File: config.mk
export PLATFORM = sky130hd
export DESIGN_NAME = pid_controller_anti_windup
export DESIGN_NICKNAME = d
export VERILOG_FILES = /design/src/pca_pkg.sv /design/src/pca_mul.sv /design/src/pca_div.sv /design/src/pca_core.sv /design/src/pid_controller_anti_windup.sv
export SDC_FILE = /design/constraint.sdc
export NUM_CORES = 2
export LEC_CHECK = 0
export BUFFER_PORTS_ARGS = -buffer_cell sky130_fd_sc_hd__clkbuf_2
export CELL_PAD_IN_SITES_DETAIL_PLACEMENT = 1
export CELL_PAD_IN_SITES_GLOBAL_PLACEMENT = 1
export CORE_ASPECT_RATIO = 1.4
export CORE_UTILIZATION = 46
export DETAILED_ROUTE_END_ITERATION = 8
export PLACE_DENSITY = 0.83
export SLEW_MARGIN = 20
export SYNTH_ARGS = -nofsm -noshare
export SYNTH_HDL_FRONTEND = slang
export SYNTH_SLANG_ARGS = --single-unit
File: constraint.sdc
create_clock -name clk_i -period 11 [get_ports clk_i]
set_input_delay 2.2 -clock clk_i [delete_from_list [all_inputs] [get_ports clk_i]]
set_output_delay 2.2 -clock clk_i [all_outputs]
set_load 0.05 [all_outputs]
File: src/pca_pkg.sv
// Shared types and constants of the PID controller with integral clamp.
`timescale 1ns / 1ps

package pca_pkg;

  // Field and register widths.
  localparam int GainW   = 31;
  localparam int DataW   = 32;
  localparam int DtW     = 32;
  localparam int MulAW   = 32;
  localparam int MulBW   = 33;
  localparam int ProdW   = 64;
  localparam int DiffW   = 33;
  localparam int SumW    = 52;
  localparam int CfgIdxW = 2;

  // Derivative divider: 49 quotient bits, one per cycle.
  localparam int QuoW     = 49;
  localparam int DivSteps = 49;
  localparam int DivCntW  = 6;
  localparam int DivHiW   = ProdW - (QuoW - 8);

  // One microsecond is a little over 16 raw units of the Q8.24 time step.
  localparam logic [DtW-1:0] DtThreshold = 32'd16;

  // Register indexes of the configuration port.
  localparam logic [CfgIdxW-1:0] RegKp    = 2'd0;
  localparam logic [CfgIdxW-1:0] RegKi    = 2'd1;
  localparam logic [CfgIdxW-1:0] RegKd    = 2'd2;
  localparam logic [CfgIdxW-1:0] RegLimit = 2'd3;

  // Gains and clamp as seen by the datapath.
  typedef struct packed {
    logic [GainW-1:0] kp;
    logic [GainW-1:0] ki;
    logic [GainW-1:0] kd;
    logic [GainW-1:0] limit;
  } cfg_t;

endpackage

File: src/pca_mul.sv
// Shared unsigned multiplier with a registered product.
`timescale 1ns / 1ps

module pca_mul (
  input  logic                       clk_i,
  input  logic [pca_pkg::MulAW-1:0]  a_i,
  input  logic [pca_pkg::MulBW-1:0]  b_i,
  output logic [pca_pkg::ProdW-1:0]  prod_o
);

  logic [pca_pkg::MulAW+pca_pkg::MulBW-1:0] full;
  logic [pca_pkg::ProdW-1:0]                prod_q;

  // Every product used here fits in 64 bits.
  assign full = {{pca_pkg::MulBW{1'b0}}, a_i} * {{pca_pkg::MulAW{1'b0}}, b_i};

  // Product register.
  always_ff @(posedge clk_i) begin
    prod_q <= full[pca_pkg::ProdW-1:0];
  end

  assign prod_o = prod_q;

endmodule

File: src/pca_div.sv
// Bit-serial restoring divider for the derivative term, with an overflow cap.
`timescale 1ns / 1ps

module pca_div (
  input  logic                      clk_i,
  input  logic                      rst_ni,
  input  logic                      start_i,
  input  logic [pca_pkg::ProdW-1:0] num_i,
  input  logic [pca_pkg::DtW-1:0]   den_i,
  output logic                      done_o,
  output logic [pca_pkg::QuoW-1:0]  quo_o
);

  logic                        busy_q, busy_d;
  logic                        done_q, done_d;
  logic [pca_pkg::DivCntW-1:0] cnt_q, cnt_d;
  logic [pca_pkg::DtW-1:0]     rem_q, rem_d;
  logic [pca_pkg::DtW-1:0]     den_q, den_d;
  logic [pca_pkg::QuoW-1:0]    sh_q, sh_d;
  logic [pca_pkg::DtW+1:0]     trial;
  logic                        ge;
  logic [pca_pkg::DtW-1:0]     hi;
  logic                        ovf;

  // The quotient (num * 256 / den) overflows 49 bits when the top bits of num reach den.
  assign hi  = {{(pca_pkg::DtW-pca_pkg::DivHiW){1'b0}},
                num_i[pca_pkg::ProdW-1:pca_pkg::QuoW-8]};
  assign ovf = (hi >= den_i);

  // One trial subtraction per cycle.
  assign trial = {1'b0, rem_q, sh_q[pca_pkg::QuoW-1]} - {2'b00, den_q};
  assign ge    = ~trial[pca_pkg::DtW+1];

  // Step control and data path.
  always_comb begin
    busy_d = busy_q;
    done_d = 1'b0;
    cnt_d  = cnt_q;
    rem_d  = rem_q;
    den_d  = den_q;
    sh_d   = sh_q;
    if (start_i) begin
      den_d = den_i;
      cnt_d = '0;
      if (ovf) begin
        sh_d   = pca_pkg::QuoW'(1) << (pca_pkg::QuoW - 1);
        done_d = 1'b1;
      end else begin
        rem_d  = hi;
        sh_d   = {num_i[pca_pkg::QuoW-9:0], 8'h00};
        busy_d = 1'b1;
      end
    end else if (busy_q) begin
      rem_d = ge ? trial[pca_pkg::DtW-1:0] : {rem_q[pca_pkg::DtW-2:0], sh_q[pca_pkg::QuoW-1]};
      sh_d  = {sh_q[pca_pkg::QuoW-2:0], ge};
      cnt_d = cnt_q + 1'b1;
      if (cnt_q == pca_pkg::DivCntW'(pca_pkg::DivSteps - 1)) begin
        busy_d = 1'b0;
        done_d = 1'b1;
      end
    end
  end

  // Control registers.
  always_ff @(posedge clk_i or negedge rst_ni) begin
    if (!rst_ni) begin
      busy_q <= 1'b0;
      done_q <= 1'b0;
      cnt_q  <= '0;
    end else begin
      busy_q <= busy_d;
      done_q <= done_d;
      cnt_q  <= cnt_d;
    end
  end

  // Data registers.
  always_ff @(posedge clk_i) begin
    rem_q <= rem_d;
    den_q <= den_d;
    sh_q  <= sh_d;
  end

  assign done_o = done_q;
  assign quo_o  = sh_q;

endmodule

File: src/pca_core.sv
// Sequencer and state of the PID controller around the shared multiplier and the divider.
`timescale 1ns / 1ps

module pca_core (
  input  logic                      clk_i,
  input  logic                      rst_ni,
  input  pca_pkg::cfg_t             cfg_i,
  input  logic                      in_valid_i,
  output logic                      in_ready_o,
  input  logic [pca_pkg::DataW-1:0] err_i,
  input  logic [pca_pkg::DataW-1:0] meas_i,
  input  logic [pca_pkg::DtW-1:0]   dt_i,
  input  logic                      on_meas_i,
  output logic                      res_valid_o,
  input  logic                      res_ready_i,
  output logic [pca_pkg::DataW-1:0] res_o
);

  localparam logic [2:0] SIdle   = 3'd0;
  localparam logic [2:0] SProp   = 3'd1;
  localparam logic [2:0] SInc    = 3'd2;
  localparam logic [2:0] SClamp  = 3'd3;
  localparam logic [2:0] SInt    = 3'd4;
  localparam logic [2:0] SDstart = 3'd5;
  localparam logic [2:0] SDiv    = 3'd6;
  localparam logic [2:0] SDone   = 3'd7;

  logic [2:0]                       state_q, state_d;
  logic signed [pca_pkg::DataW-1:0] err_q, err_d;
  logic [pca_pkg::DtW-1:0]          dt_q, dt_d;
  logic signed [pca_pkg::DiffW-1:0] diff_q, diff_d;
  logic signed [pca_pkg::DataW-1:0] last_err_q, last_err_d;
  logic signed [pca_pkg::DataW-1:0] last_meas_q, last_meas_d;
  logic signed [pca_pkg::DataW-1:0] isum_q, isum_d;
  logic signed [pca_pkg::SumW-1:0]  sum_q, sum_d;
  logic [pca_pkg::ProdW-1:0]        q_q, q_d;

  logic [pca_pkg::MulAW-1:0]        mul_a;
  logic [pca_pkg::MulBW-1:0]        mul_b;
  logic [pca_pkg::ProdW-1:0]        prod;
  logic                             div_start;
  logic                             div_done;
  logic [pca_pkg::QuoW-1:0]         quo;

  logic [pca_pkg::DataW-1:0]        err_mag;
  logic [pca_pkg::DiffW-1:0]        diff_mag;
  logic [pca_pkg::DataW-1:0]        isum_mag;
  logic signed [pca_pkg::SumW-1:0]  term48;
  logic signed [pca_pkg::SumW-1:0]  quo_ext;
  logic signed [41:0]               inc;
  logic signed [41:0]               acc;
  logic signed [41:0]               lim_ext;
  logic signed [pca_pkg::DiffW-1:0] diff_new;
  logic signed [pca_pkg::SumW-1:0]  sat_hi;
  logic signed [pca_pkg::SumW-1:0]  sat_lo;

  // Magnitudes fed to the unsigned multiplier.
  assign err_mag  = err_q[pca_pkg::DataW-1] ? (32'd0 - err_q) : err_q;
  assign diff_mag = diff_q[pca_pkg::DiffW-1] ? (33'd0 - diff_q) : diff_q;
  assign isum_mag = isum_q[pca_pkg::DataW-1] ? (32'd0 - isum_q) : isum_q;

  // Operand selection: each product is consumed in the state after the one that selects its operands.
  always_comb begin
    mul_a = '0;
    mul_b = '0;
    case (state_q)
      SProp: begin
        mul_a = {1'b0, cfg_i.kp};
        mul_b = {1'b0, err_mag};
      end
      SInc: begin
        mul_a = dt_q;
        mul_b = {1'b0, err_mag};
      end
      SClamp: begin
        mul_a = {1'b0, cfg_i.kd};
        mul_b = diff_mag;
      end
      SInt: begin
        mul_a = {1'b0, cfg_i.ki};
        mul_b = {1'b0, isum_mag};
      end
      default: begin
        mul_a = '0;
        mul_b = '0;
      end
    endcase
  end

  pca_mul u_mul (
    .clk_i  (clk_i),
    .a_i    (mul_a),
    .b_i    (mul_b),
    .prod_o (prod)
  );

  pca_div u_div (
    .clk_i   (clk_i),
    .rst_ni  (rst_ni),
    .start_i (div_start),
    .num_i   (q_q),
    .den_i   (dt_q),
    .done_o  (div_done),
    .quo_o   (quo)
  );

  // Gain products truncated to Q16.16, and the integral increment.
  assign term48  = $signed({{(pca_pkg::SumW-48){1'b0}}, prod[pca_pkg::ProdW-1:16]});
  assign quo_ext = $signed({{(pca_pkg::SumW-pca_pkg::QuoW){1'b0}}, quo});
  assign inc     = err_q[pca_pkg::DataW-1] ? -$signed({2'b00, prod[pca_pkg::ProdW-1:24]})
                                           :  $signed({2'b00, prod[pca_pkg::ProdW-1:24]});
  assign acc     = $signed({{10{isum_q[pca_pkg::DataW-1]}}, isum_q}) + inc;
  assign lim_ext = $signed({11'd0, cfg_i.limit});

  // Difference for the derivative, taken against the stored previous values.
  assign diff_new = on_meas_i
      ? ($signed({last_meas_q[pca_pkg::DataW-1], last_meas_q})
         - $signed({meas_i[pca_pkg::DataW-1], meas_i}))
      : ($signed({err_i[pca_pkg::DataW-1], err_i})
         - $signed({last_err_q[pca_pkg::DataW-1], last_err_q}));

  // Output saturation bounds.
  assign sat_hi = $signed({{(pca_pkg::SumW-31){1'b0}}, {31{1'b1}}});
  assign sat_lo = $signed({{(pca_pkg::SumW-31){1'b1}}, {31{1'b0}}});

  // Sequencer.
  always_comb begin
    state_d     = state_q;
    err_d       = err_q;
    dt_d        = dt_q;
    diff_d      = diff_q;
    last_err_d  = last_err_q;
    last_meas_d = last_meas_q;
    isum_d      = isum_q;
    sum_d       = sum_q;
    q_d         = q_q;
    div_start   = 1'b0;
    res_valid_o = 1'b0;
    case (state_q)
      SIdle: begin
        if (in_valid_i) begin
          err_d       = err_i;
          dt_d        = dt_i;
          diff_d      = diff_new;
          last_err_d  = err_i;
          last_meas_d = meas_i;
          state_d     = SProp;
        end
      end
      SProp: begin
        state_d = SInc;
      end
      SInc: begin
        sum_d   = err_q[pca_pkg::DataW-1] ? -term48 : term48;
        state_d = SClamp;
      end
      SClamp: begin
        if (acc > lim_ext) begin
          isum_d = lim_ext[pca_pkg::DataW-1:0];
        end else if (acc < -lim_ext) begin
          isum_d = -lim_ext[pca_pkg::DataW-1:0];
        end else begin
          isum_d = acc[pca_pkg::DataW-1:0];
        end
        state_d = SInt;
      end
      SInt: begin
        q_d     = prod;
        state_d = SDstart;
      end
      SDstart: begin
        sum_d = isum_q[pca_pkg::DataW-1] ? (sum_q - term48) : (sum_q + term48);
        if (dt_q > pca_pkg::DtThreshold) begin
          div_start = 1'b1;
          state_d   = SDiv;
        end else begin
          state_d = SDone;
        end
      end
      SDiv: begin
        if (div_done) begin
          sum_d   = diff_q[pca_pkg::DiffW-1] ? (sum_q - quo_ext) : (sum_q + quo_ext);
          state_d = SDone;
        end
      end
      SDone: begin
        res_valid_o = 1'b1;
        if (res_ready_i) begin
          state_d = SIdle;
        end
      end
      default: begin
        state_d = SIdle;
      end
    endcase
  end

  // Saturated drive value.
  always_comb begin
    if (sum_q > sat_hi) begin
      res_o = 32'h7FFF_FFFF;
    end else if (sum_q < sat_lo) begin
      res_o = 32'h8000_0000;
    end else begin
      res_o = sum_q[pca_pkg::DataW-1:0];
    end
  end

  assign in_ready_o = (state_q == SIdle);

  // Sequencer state and controller history.
  always_ff @(posedge clk_i or negedge rst_ni) begin
    if (!rst_ni) begin
      state_q     <= SIdle;
      last_err_q  <= '0;
      last_meas_q <= '0;
      isum_q      <= '0;
    end else begin
      state_q     <= state_d;
      last_err_q  <= last_err_d;
      last_meas_q <= last_meas_d;
      isum_q      <= isum_d;
    end
  end

  // Working registers of the current word.
  always_ff @(posedge clk_i) begin
    err_q  <= err_d;
    dt_q   <= dt_d;
    diff_q <= diff_d;
    sum_q  <= sum_d;
    q_q    <= q_d;
  end

endmodule

File: src/pid_controller_anti_windup.sv
// Top level of the fixed-point PID controller with a clamped integral.
`timescale 1ns / 1ps

// One input word (error, measurement, time step, derivative-mode flag) yields one
// saturated Q16.16 drive value. The block takes one word at a time: a word with
// a time step above 16 raw Q8.24 units passes through the bit-serial derivative
// divider (one quotient bit a cycle over 49 bits) before its result is ready.
// When the derivative quotient is capped the divider finishes at once, and a
// shorter time step skips the derivative. The four products (the three gains
// and the integral increment) share one registered multiplier. The result sits
// in an output register, so the next word is accepted while the previous result
// waits to be taken. Configuration writes are registered and should be made while
// the block is idle.

module pid_controller_anti_windup (
  input  logic        clk_i,
  input  logic        rst_ni,
  // Input word.
  input  logic        s_axis_tvalid,
  output logic        s_axis_tready,
  input  logic [95:0] s_axis_tdata,   // error_value[31:0], measured_value[63:32], time_step[95:64]
  input  logic [0:0]  s_axis_tuser,   // deriv_on_measurement[0]
  // Result word.
  output logic        m_axis_tvalid,
  input  logic        m_axis_tready,
  output logic [31:0] m_axis_tdata,   // drive_value[31:0]
  // Configuration writes.
  input  logic        cfg_we_i,
  input  logic [1:0]  cfg_idx_i,
  input  logic [30:0] cfg_data_i
);

  pca_pkg::cfg_t             cfg_q, cfg_d;
  logic                      out_valid_q, out_valid_d;
  logic [pca_pkg::DataW-1:0] out_data_q, out_data_d;
  logic                      res_valid;
  logic                      res_ready;
  logic [pca_pkg::DataW-1:0] res;

  // Register writes.
  always_comb begin
    cfg_d = cfg_q;
    if (cfg_we_i) begin
      case (cfg_idx_i)
        pca_pkg::RegKp:    cfg_d.kp    = cfg_data_i;
        pca_pkg::RegKi:    cfg_d.ki    = cfg_data_i;
        pca_pkg::RegKd:    cfg_d.kd    = cfg_data_i;
        pca_pkg::RegLimit: cfg_d.limit = cfg_data_i;
        default:           cfg_d       = cfg_q;
      endcase
    end
  end

  pca_core u_core (
    .clk_i       (clk_i),
    .rst_ni      (rst_ni),
    .cfg_i       (cfg_q),
    .in_valid_i  (s_axis_tvalid),
    .in_ready_o  (s_axis_tready),
    .err_i       (s_axis_tdata[31:0]),
    .meas_i      (s_axis_tdata[63:32]),
    .dt_i        (s_axis_tdata[95:64]),
    .on_meas_i   (s_axis_tuser[0]),
    .res_valid_o (res_valid),
    .res_ready_i (res_ready),
    .res_o       (res)
  );

  // Output register: loads when empty or when its word is being taken.
  assign res_ready = ~out_valid_q | m_axis_tready;

  always_comb begin
    out_valid_d = out_valid_q;
    out_data_d  = out_data_q;
    if (res_ready) begin
      out_valid_d = res_valid;
      if (res_valid) begin
        out_data_d = res;
      end
    end
  end

  always_ff @(posedge clk_i or negedge rst_ni) begin
    if (!rst_ni) begin
      cfg_q.kp    <= '0;
      cfg_q.ki    <= '0;
      cfg_q.kd    <= '0;
      cfg_q.limit <= {pca_pkg::GainW{1'b1}};
      out_valid_q <= 1'b0;
    end else begin
      cfg_q       <= cfg_d;
      out_valid_q <= out_valid_d;
    end
  end

  always_ff @(posedge clk_i) begin
    out_data_q <= out_data_d;
  end

  assign m_axis_tvalid = out_valid_q;
  assign m_axis_tdata  = out_data_q;

endmodule

---- Word-level counts from Yosys, hierarchy flattened ----
Index checks and enable logic that the tools add are counted.
storage, ports and cells
  flip-flop bits (word level) ............. 654
  input bits .............................. 135
  output and inout bits ................... 34
  word-level logic and storage cells ...... 117
operators by class
  $add $sub $neg .......................... 16
  multipliers ............................. 1
  order comparisons ....................... 6
  eq/ne operators ......................... 15
  muxes and demuxes ....................... 40
  bitwise gates (word level) .............. 3
  reduce and logical (&&, ||, !) cells .... 14
operators by type and width
  kind                     count
  $mux W32                 9
  $mux W52                 4
  $pmux W52 S3             1
  $mux W49                 3
  $pmux W32 S4             1
  $pmux W33 S3             1
  $mux W33                 2
  $sub A32 B32 Y33         2
  $mul A32 B33 Y64         1
  $sub A1 B32 Y32 const A  2
  $add A52 B49 Y52         1
  $add A52 B50 Y52         1
  $gt A52 B32 Y1 const B   1
  $lt A52 B32 Y1 const B   1
  $neg A48 Y52             1
  $sub A52 B49 Y52         1
  $sub A52 B50 Y52         1
  $add A32 B42 Y42         1
  $gt A42 B32 Y1           1
  $lt A42 B42 Y1           1
  $mux W42                 1
  $neg A31 Y42             1
  $neg A40 Y42             1
  $sub A33 B32 Y34         1
  other kinds (25)         55

---- Logic depth before layout (Yosys ltp) ----
  word-level depth ........................ 6
  gate-level depth with buffers ........... 42
  depth with buffers taken out ............ 41

---- By module ----
From an unflattened synthesis, not the netlist that was laid out.
second synthesis, totals
  cells, all modules ...................... 8,518
  area, all modules ....................... 78,415.2 um2
by module, submodules not included
  module                      instances  cells an instance  area each (um2)  seq. area each (um2)
  pca_mul                     1          3,922              35,504.1         1,281.2
  pca_core                    1          3,612              29,854.9         8,873.5
  pca_div                     1          684                7,413.4          3,593.4
  pid_controller_anti_windup  1          300                5,642.9          4,127.7

---- Worst setup path before layout ----
No wires, ideal clock.
  kind .................................... reg-to-reg
  from .................................... reg u_core.state_q[1]
  to ...................................... reg u_core.u_mul.prod_q, in the netlist u_core.u_mul.prod_o[56]
  library setup time ...................... 72 ps
  data arrival time ....................... 10,950 ps
  data required time ...................... 10,928 ps
  setup slack ............................. -22 ps
  cell stages (with the launch flop) ...... 35
  buffers on the path ..................... 5
  clock period less this slack ............ 11,022 ps
  cell sequence ........................... dfrtp_1 or3b_2 clkbuf_1 clkbuf_1 clkinv_1 clkbuf_1 clkbuf_1 a22oi_1 nand2_1 buf_1 nand2_1 fa_1 inv_1 fa_1 inv_1 fa_1 inv_1 fa_1 fa_1 fa_1 fa_1 inv_1 fa_1 inv_1 ha_1 a21o_1 a21oi_1 nand3_1 a221oi_1 o21ai_0 a311oi_1 o31ai_1 a21o_1 a21oi_1 xnor2_1
on the way
  cells in the longest elaborated chain, start to end .. 4
  elaborated cells on any way between the ends .. 8
  those cells by class .................... mul: 1; eq/ne: 4; mux: 2; reduce/logical: 1
ends and longest elaborated chain
  item                                          RTL line         RTL
  start, declared                               pca_core.sv:28   logic [2:0] state_q, state_d;
  start signal, assigned                        pca_core.sv:214  state_q <= SIdle;
  start signal, assigned                        pca_core.sv:219  state_q <= state_d;
  $eq A3 B1 Y1 or $eq A3 B2 Y1 (tied branches)  pca_core.sv:66   case (state_q)
  $reduce_or A2 Y1 (no source line)             -
  $pmux W33 S3                                  pca_core.sv:66
  $mul A32 B33 Y64 *                            pca_mul.sv:15    assign full = {{pca_pkg::MulBW{1'b0}}, a_i} * {{pca_pkg::MulAW{1'b0}}, b_i};
  via u_core.u_mul.full, one bit                pca_mul.sv:11    logic [pca_pkg::MulAW+pca_pkg::MulBW-1:0] full;
  end signal, assigned                          pca_mul.sv:19    prod_q <= full[pca_pkg::ProdW-1:0];
  end, declared                                 pca_mul.sv:12    logic [pca_pkg::ProdW-1:0] prod_q;
The timed path passes the listed nets; every way through them passes the cells marked *.
A chain may end at the register's enable or synchronous reset.

---- Worst setup path after layout ----
  from .................................... reg u_core.state_q[1]
  to ...................................... reg u_core.u_mul.prod_q, in the netlist u_core.u_mul.prod_o[63]
The elaborated chain is that of the path after synthesis.

==> results.md <==
| Item | Value |
|---|---|
| Number of nets in the synthesized netlist | 9,975 |
| Initial antenna violation count | 26 |
| Number of max-capacitance violations reported | 0 |
| Async SR Flop Fraction | 0.355 |
| CP Data Arrival Time | 11,420 ps |
| Stage delay of the slowest cell on the critical path | 1000 ps |
| I/O Pins | 169 |
| TritonCTS buffer count | 77 |
| Post-CTS Hold Fix Bufs | 0 |
| Critical Path Sink | u_core.u_mul.prod_o[63] |
| R2R Path End | u_core.u_mul.prod_o[63] |
| Rows | 176 |
| Post-synthesis area per instance | 9.12 um2 |
| Clk_skew | 28.2 ps |
| Vias | 65,240 |
| Global-route wire length before repair | 466,000 um |
| 1st-iter DRT viols | 5,085 |
| Post-synthesis sequential element count | 654 |
| Met1 track demand over resource in global routing | 0.412 |
| Effective utilization at floorplan | 0.463 |
| Unrepaired setup endpoints after global routing | true |
| Class of the tightest hold or removal check | reg -> reg |
| Clock root buffer | sky130_fd_sc_hd__clkbuf_16 |
| Launch point of the worst path | u_core.state_q[1] |
| Cell with the largest stage delay on the worst path | sky130_fd_sc_hd__a221o_1 |
| Worst-path maximum fanout | 20 |
| Outcome | finished clean |
| Maximum number of buffers from clock root to sink | 3 |
| Pin slew with the least headroom to its limit | 1330 ps |
| Leftover overflow at the end of global routing | 0 |
| Insertion delay of the later-clocked pin in the worst-skew pair | 710 ps |
| CP Capture Type | flop |
| Chip width | 346 um |
| Global-route track usage on met2 | 0.625 |
| Ratio of final minimum period to clock period | 0.986 |
| Top delay family on crit path | adder cells |
| Type of origin of the critical path | flop |
| Cells after Synth | 8,360 |
| Crit path time final | 10,850 ps |
| Reg2reg path depth | 34 |
| Area overhead of the layout relative to synthesis | 10.6% |
| Top cell by count, worst path | sky130_fd_sc_hd__fa_1 |
| Levels on crit path | 34 |
| Setup Slack @ Placement | -237 ps |
| Buffers & Inverters on Critical Path | 8 |
| Per-cell routed wire length | 29.5 um |
| Final setup violation count | 0 |
| First drt pass iteration count | 5 |
| Via density per instance | 6.07 |
| Total number of yosys warnings | 0 |
| Number of distinct standard cells referenced by the synthesized netlist | 87 |
| Critical Setup Path Class | reg -> reg |
| Nets | 10,152 |
| TritonCTS clock tree | yes |
| Clock sink count | 654 |
| Clock H-tree levels | 3 |
| Maximum number of pins on one net before global-route repair | 144 |
| Met3 Usage GRT | 0.0809 |
| Overall die area | 167,000 um2 |
| GRT Total Usage | 0.379 |
| Post-route worst setup slack | 150 ps |
| Count of pins over their slew limit | 0 |
| Vertical extent of the die | 484 um |
| Clock-pin slew reported for the worst setup and hold paths after clock tree synthesis | 60 ps |
| Most used DFF post-synth | sky130_fd_sc_hd__edfxtp_1 |
| Total wire length after detailed routing | 317,000 um |
| Post-route DRC | 0 |
| Final HPWL from detailed placement | 252,000 um |
| Busiest metal layer after global routing | met2 |
| RD Place Congestion | 1.03 |
| Worst slew margin relative to its limit | 0.117 |
| I/O Buffers | 168 |
| Area of the core | 164,000 um2 |
| Number of nets with antenna violations after detailed routing | 0 |
| Critical path data required time | 11,570 ps |
| Part of the Yosys area used for sequential elements | 0.234 |
| Number of synthesized flops with an enable pin | 358 |
| Mapped cell area | 76,200 um2 |
| Crit Reg-Reg Startpoint | u_core.state_q[1] |
| Fraction of final layout cells with drive strength greater than 1 | 0.115 |
| Upper clock frequency limit | 92.2 MHz |
| Total count of hold-check failures in the final report | 0 |
| Via count of the first global-routing pass | 71,407 |
| Internal reg-to-reg setup slack | 150 ps |
-- layout make-up --
cell class	count	area (um2)
Multi-Input combinational cell	6027	52700
Inverter	1275	4790
Timing Repair Buffer	502	3610
Clock inverter	44	510
Clock buffer	98	2120
Tap cell	2136	2670
Fill cell	18739	80200
Sequential cell	654	17900
Antenna cell	16	40.0
-- metrics by stage --
step / hold slack, ps / cell area, um2 / setup TNS, ps / util / instances
final: 405 / 84300 / 0 / 0.512 / 10752
after global routing: 411 / 84300 / -91.9 / 0.512 / 10738
after CTS: 401 / 83900 / 0 / 0.510 / 10727
after detailed placement: 391 / 81200 / -1170 / 0.494 / 10580
after global placement: 387 / 81200 / -90.3 / 0.494 / 10580
after floorplan: 386 / 76200 / 0 / - / 8360
-- what timing repair did --
item,4_1_cts,5_1_grt
cloned,1,1
setup buffers,4,8
endpoints found under the setup margin,15,26
pin swaps,2,9
gates resized for setup,8,63
-- state kept, by name, summed over array words and instances, names as in the netlist, 3 cells and up --
register / count
u_core.u_mul.prod_o: 64
u_core.sum_q: 52
u_core.dt_q: 32
u_core.u_div.den_q: 32
cfg_q: 124
u_core.diff_q: 33
u_core.err_q: 32
u_core.isum_q: 32
u_core.q_q: 64
u_core.last_err_q: 32
u_core.u_div.quo_o: 49
u_core.last_meas_q: 32
u_core.u_div.rem_q: 32
m_axis_tdata: 32
u_core.state_q: 3
u_core.u_div.cnt_q: 6
-- layout by cell type, fill, tap and decap left out, types with 32 or more instances in the layout --
| cell type | instances |
|---|---|
| sky130_fd_sc_hd__inv_1 | 1271 |
| sky130_fd_sc_hd__nand2_1 | 972 |
| sky130_fd_sc_hd__fa_1 | 929 |
| sky130_fd_sc_hd__nor2_1 | 833 |
| sky130_fd_sc_hd__ha_1 | 549 |
| sky130_fd_sc_hd__edfxtp_1 | 358 |
| sky130_fd_sc_hd__o21ai_0 | 344 |
| sky130_fd_sc_hd__buf_4 | 310 |
| sky130_fd_sc_hd__a21oi_1 | 300 |
| sky130_fd_sc_hd__xnor2_1 | 280 |
| sky130_fd_sc_hd__xor2_1 | 215 |
| sky130_fd_sc_hd__dfrtp_1 | 200 |
| sky130_fd_sc_hd__mux2_2 | 173 |
| sky130_fd_sc_hd__clkbuf_2 | 167 |
| sky130_fd_sc_hd__a21o_1 | 144 |
| sky130_fd_sc_hd__nor3_1 | 90 |
| sky130_fd_sc_hd__mux2i_1 | 83 |
| sky130_fd_sc_hd__nand2b_1 | 80 |
| sky130_fd_sc_hd__clkbuf_16 | 79 |
| sky130_fd_sc_hd__nand3_1 | 70 |
| sky130_fd_sc_hd__a22o_1 | 67 |
| sky130_fd_sc_hd__or3_1 | 65 |
| sky130_fd_sc_hd__dfxtp_1 | 64 |
| sky130_fd_sc_hd__nand4_1 | 60 |
| sky130_fd_sc_hd__nor2b_1 | 56 |
| sky130_fd_sc_hd__o31ai_1 | 43 |
| sky130_fd_sc_hd__o21a_1 | 43 |
| sky130_fd_sc_hd__a31oi_1 | 43 |
| sky130_fd_sc_hd__nor4_1 | 41 |
| sky130_fd_sc_hd__and2_1 | 41 |
| sky130_fd_sc_hd__and3_1 | 35 |
| sky130_fd_sc_hd__o21bai_1 | 35 |
| sky130_fd_sc_hd__or2_2 | 32 |
-- cells by family after synthesis --
family,count (synthesis),share of synthesized area
and+or+nand+nor,2482,0.143
buffers and inverters,1680,0.0833
adders and majority gates,1480,0.334
AOI/OAI and AO/OA,1311,0.111
DFF,654,0.234
xor gates and xnor gates,497,0.0571
muxes,256,0.0364
-- metal layers --
layer | up-vias | routed length (um) | part of all wire
li1 | 27643 | - | -
met1 | 33273 | 110000 | 0.35
met2 | 3045 | 149000 | 0.47
met3 | 1263 | 24900 | 0.078
met4 | 16 | 33300 | 0.10
met5 | - | 106 | 0.00033
-- cell usage after synthesis (11+ instances only) --
library cell,n,share of area
sky130_fd_sc_hd__nor3_1,99,0.0065
sky130_fd_sc_hd__inv_1,1273,0.063
sky130_fd_sc_hd__o21ai_0,354,0.023
sky130_fd_sc_hd__o41ai_1,17,0.0020
sky130_fd_sc_hd__dfstp_2,31,0.011
sky130_fd_sc_hd__nand2_1,977,0.048
sky130_fd_sc_hd__a211oi_1,29,0.0029
sky130_fd_sc_hd__or4_1,30,0.0030
sky130_fd_sc_hd__nand4_1,60,0.0049
sky130_fd_sc_hd__a31oi_1,45,0.0037
sky130_fd_sc_hd__clkbuf_1,333,0.016
sky130_fd_sc_hd__dfrtp_1,201,0.066
sky130_fd_sc_hd__o31ai_1,49,0.0048
sky130_fd_sc_hd__a2111oi_0,11,0.0013
sky130_fd_sc_hd__nor2b_1,58,0.0048
sky130_fd_sc_hd__nand2b_1,81,0.0066
sky130_fd_sc_hd__o22ai_1,26,0.0021
sky130_fd_sc_hd__xnor2_1,280,0.032
sky130_fd_sc_hd__or2_2,33,0.0027
sky130_fd_sc_hd__nand3_1,71,0.0047
sky130_fd_sc_hd__mux2_2,173,0.026
sky130_fd_sc_hd__buf_1,50,0.0025
sky130_fd_sc_hd__fa_1,930,0.24
sky130_fd_sc_hd__and3_1,35,0.0029
sky130_fd_sc_hd__and2_1,43,0.0035
sky130_fd_sc_hd__o211ai_1,20,0.0020
sky130_fd_sc_hd__a22o_1,67,0.0077
sky130_fd_sc_hd__mux2i_1,83,0.011
sky130_fd_sc_hd__a221o_1,29,0.0038
sky130_fd_sc_hd__nor4_1,43,0.0035
sky130_fd_sc_hd__a221oi_1,37,0.0043
sky130_fd_sc_hd__or3_1,68,0.0056
sky130_fd_sc_hd__a22oi_1,16,0.0016
sky130_fd_sc_hd__dfxtp_1,64,0.017
sky130_fd_sc_hd__o21bai_1,35,0.0034
sky130_fd_sc_hd__nor2_1,843,0.042
sky130_fd_sc_hd__xor2_1,217,0.025
sky130_fd_sc_hd__buf_2,18,0.0012
sky130_fd_sc_hd__o21a_1,44,0.0043
sky130_fd_sc_hd__a21oi_1,303,0.020
sky130_fd_sc_hd__edfxtp_1,358,0.14
sky130_fd_sc_hd__a21o_1,145,0.014
sky130_fd_sc_hd__ha_1,550,0.090
-- worst min path at each step --
stage                                  from  depth (start not counted)  slack [ps]              to
floorplan            u_core.u_mul.prod_o[0]                          0         390   u_core.q_q[0]
global placement    u_core.u_mul.prod_o[14]                          0         390  u_core.q_q[14]
detailed placement   u_core.u_mul.prod_o[8]                          0         390   u_core.q_q[8]
CTS                 u_core.u_mul.prod_o[12]                          0         400  u_core.q_q[12]
global route        u_core.u_mul.prod_o[12]                          0         410  u_core.q_q[12]
finish               u_core.u_mul.prod_o[2]                          0         400   u_core.q_q[2]
Power is not shown: default switching activity piles up to over one toggle a cycle in this logic, so the estimate is an artifact.
